## config.mk

```make
export PLATFORM = sky130hd
export DESIGN_NAME = vpld_ram
export DESIGN_NICKNAME = d
export VERILOG_FILES = /design/src/design/vpld_ram.sv
export SDC_FILE = /design/constraint.sdc
export NUM_CORES = 1
export LEC_CHECK = 0
export ABC_AREA = 0
export CAP_MARGIN = 40
export CORE_ASPECT_RATIO = 1.75
export CORE_MARGIN = 2
export CORE_UTILIZATION = 30
export DETAILED_ROUTE_END_ITERATION = 10
export DONT_BUFFER_PORTS = 1
export GPL_TIMING_DRIVEN = 0
export PLACE_DENSITY = 0.45
export SLEW_MARGIN = 15
export SYNTH_ARGS = -nofsm -noshare
export SYNTH_HDL_FRONTEND = slang
export SYNTH_SLANG_ARGS = --single-unit
```

## constraint.sdc

```tcl
create_clock -name i_clk -period 1.9 [get_ports i_clk]
set_input_delay 0.38 -clock i_clk [delete_from_list [all_inputs] [get_ports i_clk]]
set_output_delay 0.38 -clock i_clk [all_outputs]
set_load 0.005 [all_outputs]
```

## src/design/vpld_ram.sv

```systemverilog
// Generic single-port-write, single-port-read RAM with registered read data.
// Standalone; holds the directory tags addressed by slot.
`default_nettype none

module vpld_ram #(
    parameter int WIDTH = 8,
    parameter int DEPTH = 16
) (
    input  wire logic                                   i_clk,
    input  wire logic                                   i_we,
    input  wire logic [((DEPTH > 1) ? $clog2(DEPTH) : 1)-1:0] i_waddr,
    input  wire logic [WIDTH-1:0]                       i_wdata,
    input  wire logic [((DEPTH > 1) ? $clog2(DEPTH) : 1)-1:0] i_raddr,
    output logic      [WIDTH-1:0]                       o_rdata
);

    logic [WIDTH-1:0] r_mem [DEPTH];
    logic [WIDTH-1:0] r_rdata;

    always_ff @(posedge i_clk) begin
        if (i_we) begin
            r_mem[i_waddr] <= i_wdata;
        end
        r_rdata <= r_mem[i_raddr];
    end

    assign o_rdata = r_rdata;

endmodule

`default_nettype wire

```

==> results.md <==
- Status: finished, final reports clean
- Share of layout cells above drive strength 1: 0.262
- Detailed Route WL: 11000 um
- GPL Wtd Cong: 0.807
- CTS Hold Bufs: 0
- Initial antenna violation count: 0
- Worst Hold Class: primary input to flop
- Grt ovf: 0
- IR drop worst, VDD: 579 uV
- CP endpoint kind: flop
- DRT Pass-1 Iters: 4
- Clock Latency Late Sink: 410 ps
- Average wire per standard cell: 22.2 um
- Syn Std Cell Area: 5150 um2
- Crit path cell chain: or3b_2 -> nor2_1
- First DRT Iteration DRCs: 130
- Mapped Cells: 229
- Synth warn: 0
- Final Max Tran Viols: 0
- Startpoint Class: primary input
- Post_cts resized: 0
- Die area: 18300 um2
- CP max FO: 8
- Final min period: 1480 ps
- Unrepaired setup endpoints after global routing: false
- Clock skew: 7.76 ps
- Slew HR: 0.450
- Max Cap Viol: 0
- Root Driver: clkbuf_16
- DPL Wire Length: 7420 um
- # nets final: 272
- Clock slew at reported path FFs: 60 ps
- Postcts setup bufs: 0
- Syn avg cell area: 22.5 um2
- Post-layout power: 0.00693 W
- Pwr dens: 1130 nW/um2
- WP data arrival: 1520 ps
- Antenna-violating nets left: 0
- Tcrit/Tclk final: 0.780
- Req. time, crit path: 1930 ps
- Pin count of the biggest net entering global routing: 17
- Initial core utilization: 0.305
- Register bit total from synthesis: 136
- Synth area leader: edfxtp_1
- Core area: 16900 um2
- Worst Path Class, Setup: primary input to flop
- Setup TNS: 0 ps
- Hold WS: 61.5 ps
- Layout area overhead: 19.0%
- Vias/cell: 4.66
- Longest Clk Path Bufs: 2
- CTS tree: done
- Port buffer count: 0
- Synth top area share: 0.747
- Post-synth cell types: 19
- Die Ht: 177 um
- CTS buffer count: 17
- Commonest non-fill, non-tap cell in the layout: edfxtp_1
- Fmax: 0.675 GHz
- Slowest cell on the critical path: nor2_1
- Leak Pwr: 1.99 nW
- Mapped Nets: 247
- Tightest Pin Transition: 822 ps
- # fillers: 1601
- Worst path top cell family by delay: simple AND/OR/NAND/NOR gates
- Top cells by area, synth: edfxtp_1 75%, mux4_2 7.9%, mux4_1 7.1%, dfxtp_1 3.1%, a22oi_1 2.3%
- Diode count: 0
- Vias in the first global route: 2497
- Final setup violation count: 0
- Die width: 103 um
- Std-Cell Rows: 63
- I/O pin total: 26
- Final hold viol count: 0
- Seq/Total Area, Yosys: 0.778
- Clock sinks: 136
- Total GRT Usage: 0.134
- CP max stage delay: 620 ps
- DRC viols: 0
- First-pass GRT wire length: 16100 um
- WP buf/inv: 0
- Most frequent cells in the layout: 128 x edfxtp_1, 23 x clkbuf_16, 18 x mux4_2
- DR vias: 2300
- Htree depth: 4
[worst reg2reg max path, stage by stage, from the launching register on]
cell and delay [ps]:
edfxtp_1 350, mux4_1 570, a22oi_1 320, nand2_1 90
[per-stage QoR]
step           worst slack, ps  std cells  instance area (um2)  utilization
2_1_floorplan             27.1        229                 5150            -
3_3_place_gp              -459        456                 5430        0.322
3_5_place_dp             -69.5        461                 5490        0.325
4_1_cts                    369        493                 6120        0.363
5_1_grt                    318        494                 6120        0.363
6_report                   418        494                 6120        0.363
[power by group]
part / switching (W) / total (W) / internal, W / leakage [nW]
clock: 0.00118 / 0.00331 / 0.00213 / 0.309
combinational: 0.000131 / 0.000243 / 0.000112 / 0.456
sequential: 0.0000189 / 0.00338 / 0.00336 / 1.22
[synth_stat cells]
master           instances
nand2_1                  9
buf_6                    3
dfxtp_1                  8
nand2b_1                 2
nor3_1                   4
edfxtp_1               128
nor2b_1                  1
buf_4                    1
or3b_2                   1
nand3b_1                 2
nor2_1                  13
mux4_1                  14
mux4_2                  18
clkdlybuf4s25_2          3
and2b_1                  1
a22oi_1                 16
nand3_1                  1
and2_1                   1
buf_2                    3
[flip-flops by register name, indices dropped and copies added (netlist names)]
name / flops
r_mem: 128
o_rdata: 8
[final timing paths]
path / startpoint / to / slack [ps] / cells past startpoint
hold / removal: i_wdata[3] / r_mem[14][3]$_DFFE_PP_ / 60 / 0
setup / recovery: i_waddr[2] / r_mem[1][2]$_DFFE_PP_ / 420 / 2
hold reg to reg: r_mem[14][2]$_DFFE_PP_ / o_rdata[2]$_DFF_P_ / 680 / 3
setup reg to reg: r_mem[1][2]$_DFFE_PP_ / o_rdata[2]$_DFF_P_ / 470 / 3
[kinds of logic (layout without fill, tap and decap cells)]
family / count (synthesis) / after routing / synth area share
AND/OR/NAND/NOR: 35 / 35 / 0.0318
multiplexers: 32 / 32 / 0.150
buffers and inverters: 10 / 48 / 0.0168
flip-flops: 136 / 136 / 0.778
AO/OA/AOI/OAI: 16 / 16 / 0.0233
[metal layers]
layer | vias up | global-route usage | routed length, um
li1 | 1023 | - | -
met1 | 1216 | 0.146 | 4160
met2 | 44 | 0.226 | 6070
met3 | 17 | 0.0375 | 369
met4 | 0 | 0.0795 | 379
met5 | - | 0 | 0
[layout make-up]
class / instances / area, um2 / area share
plain buffers: 10 / 86.3 / 0.0141
clock buffers: 24 / 579 / 0.0946
clock inverters: 8 / 48.8 / 0.00797
multi-input cells: 83 / 1080 / 0.176
flip-flops and latches: 136 / 4000 / 0.654
well taps: 227 / 284 / 0.0464
repair buffers: 6 / 45.0 / 0.00735
(Power assumes the default switching activity.)
