==> src/design/vpld_pkg.sv <==
// Package for the versioned page LRU directory: sizes, codes and item types.
// Used by vpld_lru_order and the top module; depends on nothing.
`default_nettype none

package vpld_pkg;

    localparam int CAPACITY      = 16;
    localparam int SLOT_W        = (CAPACITY > 1) ? $clog2(CAPACITY) : 1;
    localparam int CNT_W         = $clog2(CAPACITY + 1);
    localparam int CFG_W         = 5;
    localparam int LIM_W         = (CNT_W > CFG_W) ? CNT_W : CFG_W;
    localparam int SLOT_FIELD_W  = 4;
    localparam int COUNT_FIELD_W = 5;
    localparam int KEY_W         = 256;

    localparam logic [CFG_W-1:0] MAX_ENTRIES_RESET = CFG_W'(16);

    typedef enum logic {
        REQ_PUT = 1'b0,
        REQ_GET = 1'b1
    } t_req_type;

    typedef enum logic [1:0] {
        ST_OK      = 2'd0,
        ST_MISS    = 2'd1,
        ST_PRESENT = 2'd2,
        ST_FAIL    = 2'd3
    } t_status;

    typedef struct packed {
        t_req_type   req_type;
        logic [63:0] file_id_hi;
        logic [63:0] file_id_mid;
        logic [31:0] file_id_lo;
        logic [31:0] page_number;
        logic [31:0] lsn_file;
        logic [31:0] lsn_offset;
    } t_req;

    typedef struct packed {
        t_status                  status;
        logic [SLOT_FIELD_W-1:0]  slot;
        logic                     evicted;
        logic [SLOT_FIELD_W-1:0]  evicted_slot;
        logic [COUNT_FIELD_W-1:0] entry_count_out;
    } t_result;

    typedef struct packed {
        logic [63:0] file_hi;
        logic [63:0] file_mid;
        logic [31:0] file_lo;
        logic [31:0] page;
        logic [63:0] lsn;
    } t_key;

    typedef struct packed {
        logic              en;
        logic [SLOT_W-1:0] from;
        logic [SLOT_W-1:0] last;
        logic [SLOT_W-1:0] slot;
    } t_move_cmd;

endpackage

`default_nettype wire

==> src/design/vpld_lru_order.sv <==
// LRU order list: slot numbers by position, least recent at position zero.
// Depends on vpld_pkg; moves one entry to a later position per command.
`default_nettype none

module vpld_lru_order
    import vpld_pkg::*;
(
    input  wire logic              i_clk,
    input  wire logic              i_rst_n,
    input  wire logic [SLOT_W-1:0] i_rd_pos,
    input  wire t_move_cmd         i_move,
    output logic      [SLOT_W-1:0] o_rd_slot,
    output logic      [SLOT_W-1:0] o_head_slot
);

    logic [SLOT_W-1:0] r_order [CAPACITY];
    logic [SLOT_W-1:0] n_order [CAPACITY];

    always_comb begin
        for (int i = 0; i < CAPACITY; i++) begin
            n_order[i] = r_order[i];
            if (i_move.en && SLOT_W'(i) == i_move.last) begin
                n_order[i] = i_move.slot;
            end else if (i_move.en && SLOT_W'(i) >= i_move.from &&
                         SLOT_W'(i) < i_move.last) begin
                n_order[i] = r_order[(i + 1) % CAPACITY];
            end
        end
    end

    always_ff @(posedge i_clk) begin
        if (!i_rst_n) begin
            for (int i = 0; i < CAPACITY; i++) begin
                r_order[i] <= SLOT_W'(i);
            end
        end else begin
            r_order <= n_order;
        end
    end

    assign o_rd_slot   = r_order[i_rd_pos];
    assign o_head_slot = r_order[0];

endmodule

`default_nettype wire

==> config.mk <==
export PLATFORM = sky130hd
export DESIGN_NAME = vpld_lru_order
export DESIGN_NICKNAME = d
export VERILOG_FILES = /design/src/design/vpld_pkg.sv /design/src/design/vpld_lru_order.sv
export SDC_FILE = /design/constraint.sdc
export NUM_CORES = 1
export LEC_CHECK = 0
export ABC_AREA = 1
export BUFFER_PORTS_ARGS = -buffer_cell sky130_fd_sc_hd__buf_2
export CAP_MARGIN = 40
export CORE_MARGIN = 1
export CORE_UTILIZATION = 50
export CTS_BUF_LIST = sky130_fd_sc_hd__clkbuf_16
export CTS_CLUSTER_DIAMETER = 80
export CTS_CLUSTER_SIZE = 24
export DETAILED_ROUTE_END_ITERATION = 10
export PLACE_DENSITY = 0.8
export SLEW_MARGIN = 20
export SYNTH_ARGS = -nofsm -noshare
export SYNTH_HDL_FRONTEND = slang
export SYNTH_SLANG_ARGS = --single-unit
==> constraint.sdc <==
create_clock -name i_clk -period 1.8 [get_ports i_clk]
set_clock_uncertainty 0.15 [all_clocks]
set_input_delay 0.36 -clock i_clk [delete_from_list [all_inputs] [get_ports i_clk]]
set_output_delay 0.36 -clock i_clk [all_outputs]
set_load 0.05 [all_outputs]
==> parameters.txt <==
Parameter                              Value

Floorplan
  DIE WIDTH    92.0 um
  Initial Util    52.1%
  Number of top-level pins    27
  FP Rows    32
  Core Area    0.00777 sq mm
  Die span in y    92.0 um
  Die area    0.00846 sq mm

Critical path
  Largest driver fanout on the critical path    8
  Total buffers and inverters traversed by the critical path    4
  WP data arrival    1430 ps
  List of cells traversed by the critical path    buf_12, buf_4, clkbuf_16, o211ai_1, nand3_1, nand3_2, nand2_4, buf_8
  Top Family by Delay on Critical Path    buffers and inverters
  Element type at the critical path start    input port
  Worst stage delay on the critical path    200 ps
  Slowest stage cell on the critical path    sky130_fd_sc_hd__o211ai_1
  Critical path start-end classification    input port to output port
  R2R setup slack    850 ps
  CP endpoint kind    output port
  CP required    1290 ps

Power
  Int Power    2.88 mW
  Switching share of power    30.2%
  NetSw    1.25 mW
  Worst IR Drop VDD    0.446 mV
  Logic pwr share    20.3%
  Leakage power    2.60 nW
  Clock power share    42.1%
  Total power density per cell area    800 mW/mm^2
  Share of power burned in registers    37.6%

Synth
  Avg Synthesized Cell Area    5.89 sq um
  Main combinational cell family by area after synthesis    simple AND/OR/NAND/NOR gates
  Mux share of post-synthesis cell area    0%
  Post-synthesis instance total    687
  Post-synthesis share of cell area spent on xor and xnor gates    0%
  Unique masters post-synth    23
  Fraction of the mapped netlist area in simple logic gates    45.1%
  Fraction of the mapped netlist area in adder cells    0%
  Synth Net Count    706
  Total of flip-flops plus latches after synthesis    64
  Portion of the post-synthesis area used by sequential elements    31.7%
  Compound-cell area share of the yosys netlist    13.5%
  Yosys Warn Count    0
  Synth Cell Area    0.00405 sq mm

Clock tree
  Clock tree from TritonCTS    done
  Clock-pin slew on the worst setup and hold paths    50 ps
  Maximum buffer depth of the clock tree    2
  Worst-skew pair later-pin latency    340 ps
  CTS Buf Count    9
  Clk sink count    64
  Hold-fix buffers, CTS    0
  Number of H-tree branching levels    3
  Root buffer cell    sky130_fd_sc_hd__clkbuf_16

Finish
  Number of nets in the layout    763
  Commonest cells after routing, fill and taps aside    sky130_fd_sc_hd__nand2_1, sky130_fd_sc_hd__nand3_1, sky130_fd_sc_hd__nor2_1
  Number of fillers in the final layout    699
  Share of final-layout standard cells stronger than drive strength 1    18.4%
  Synthesis-to-layout area growth    27.5%
  Core utilization of the finished layout    66.5%
  Commonest non-fill, non-tap cell in the layout    sky130_fd_sc_hd__nand2_1
  Diodes inserted    0
  Post-route cell area    0.00516 sq mm

Route
  DRT Wirelength    13.5 mm
  Via Count    4909
  Wire per inst    15.9 um
  Final antenna-violating net count    0
  # DRC    0
  Starting DRC count in detailed routing    418
  Average vias per placed instance    5.77
  First drt pass iteration count    5

Global routing
  Initial antenna violation count    0
  All-layer global routing usage    33.5%
  Remaining global-route overflow    0
  Global-route wire length before repair    21.9 mm
  Number of global-route vias before repair    4448
  Pin count of the biggest net entering global routing    26

Place
  Gp weighted congestion    0.965
  Half-perimeter wire length after placement    9.67 mm
  Port Buffer Count    26
  Total cell area at the placement stage    0.00453 sq mm

STA
  Final number of hold-violating endpoints    0
  Share of the cycle needed by the critical path after routing    108%
  Post-Route Hold Slack    267 ps
  Setup repair after global routing missed its margin    yes
  Final slew viol count    0
  Fin worst setup slack    -144 ps
  Max Freq    514 MHz
  Actual transition at the worst max-transition pin    616 ps
  Final critical path time including I/O delays and setup    1940 ps
  # setup viols final    4
  Relative slew slack    58.5%

Run
  Number of maximum-capacitance violations    0

Worst hold path
  Worst min-delay path class    input port to flip-flop

Status
  Status    finished, violations left
  Violated checks    negative setup slack
final timing paths:
path / from / end / cells past startpoint
max: i_rd_pos[0] / o_rd_slot[3] / 8
min: i_move[2] / r_order[34] / 3
max reg2reg: r_order[52] / r_order[56] / 4
min reg2reg: r_order[10] / r_order[10] / 2
worst min-delay path, stage by stage:
cell and delay (ps):
sky130_fd_sc_hd__buf_2 180, sky130_fd_sc_hd__nand3_1 90, sky130_fd_sc_hd__nand4_1 80
cells by family after synthesis:
group	after synthesis
AOI/OAI and AO/OA	96
buffers and inverters	97
DFF	64
and+or+nand+nor	430
layout make-up:
class | instances | area, sq um | share of cell area, %
inverters | 66 | 251 | 4.87
multi-input cells | 526 | 2500 | 48.4
clock buffers | 9 | 225 | 4.36
flip-flops and latches | 64 | 1280 | 24.9
well taps | 102 | 128 | 2.47
clock inverters | 7 | 72.6 | 1.41
repair buffers | 77 | 706 | 13.7
synthesized netlist by cell type:
library cell               instances  share of area, %
sky130_fd_sc_hd__or2_2             1              0.15
sky130_fd_sc_hd__nand3_1          93                11
sky130_fd_sc_hd__inv_2             5              0.46
sky130_fd_sc_hd__inv_1            60               5.6
sky130_fd_sc_hd__nor2_1           76               7.0
sky130_fd_sc_hd__nand3_2           4              0.99
sky130_fd_sc_hd__clkinv_1          1             0.093
sky130_fd_sc_hd__nor2_2            6              0.93
sky130_fd_sc_hd__nand4_1          15               2.3
sky130_fd_sc_hd__buf_4             6               1.1
sky130_fd_sc_hd__buf_1             1             0.093
sky130_fd_sc_hd__clkbuf_1         18               1.7
sky130_fd_sc_hd__o21ai_1           8              0.99
sky130_fd_sc_hd__o211ai_1         26               4.8
sky130_fd_sc_hd__a21oi_1          15               1.9
sky130_fd_sc_hd__nand3b_1          2              0.37
sky130_fd_sc_hd__nand2_1         230                21
sky130_fd_sc_hd__o21ai_0          46               5.7
sky130_fd_sc_hd__a31oi_1           1              0.15
sky130_fd_sc_hd__dfxtp_1          64                32
sky130_fd_sc_hd__nand2_2           3              0.46
sky130_fd_sc_hd__clkbuf_2          1              0.12
sky130_fd_sc_hd__buf_2             5              0.62
per-layer routing:
metal  part of all wire [%]  global-route usage [%]
met5                      0                       0
met4                    3.5                    14.7
met3                     10                    6.47
met2                     45                    53.4
met1                     41                    43.8
timing repair:
| item | CTS | global route |
|---|---|---|
| buffers inserted | 3 | 1 |
| cloned | 4 | 1 |
| gates resized for setup | 54 | 4 |
| setup endpoints to repair | 4 | 4 |
| pin swaps | 16 | 7 |
state kept, by name, indices dropped and copies added, names as in the netlist:
signal and cells:
o_head_slot 4, r_order 60
stage by stage:
step / power, mW / std cells / setup TNS (ps) / setup slack, ps
6_report: 4.13 / 851 / -530 / -144
5_1_grt: 4.29 / 851 / -641 / -172
3_3_place_gp: 2.27 / 826 / -1120 / -311
4_1_cts: 4.10 / 849 / -395 / -103
2_1_floorplan: 2.04 / 687 / 0 / 51.2
3_5_place_dp: 2.28 / 826 / -1110 / -277
power by group through the flow:
stage	combinational [mW]	sequential, mW	clock (mW)
floorplan	0.485	1.56	0
global placement	0.695	1.58	0
detailed placement	0.705	1.58	0
CTS	0.808	1.55	1.75
global route	0.912	1.56	1.81
finish	0.838	1.55	1.74
No activity file was read; power rests on OpenSTA's default activity.
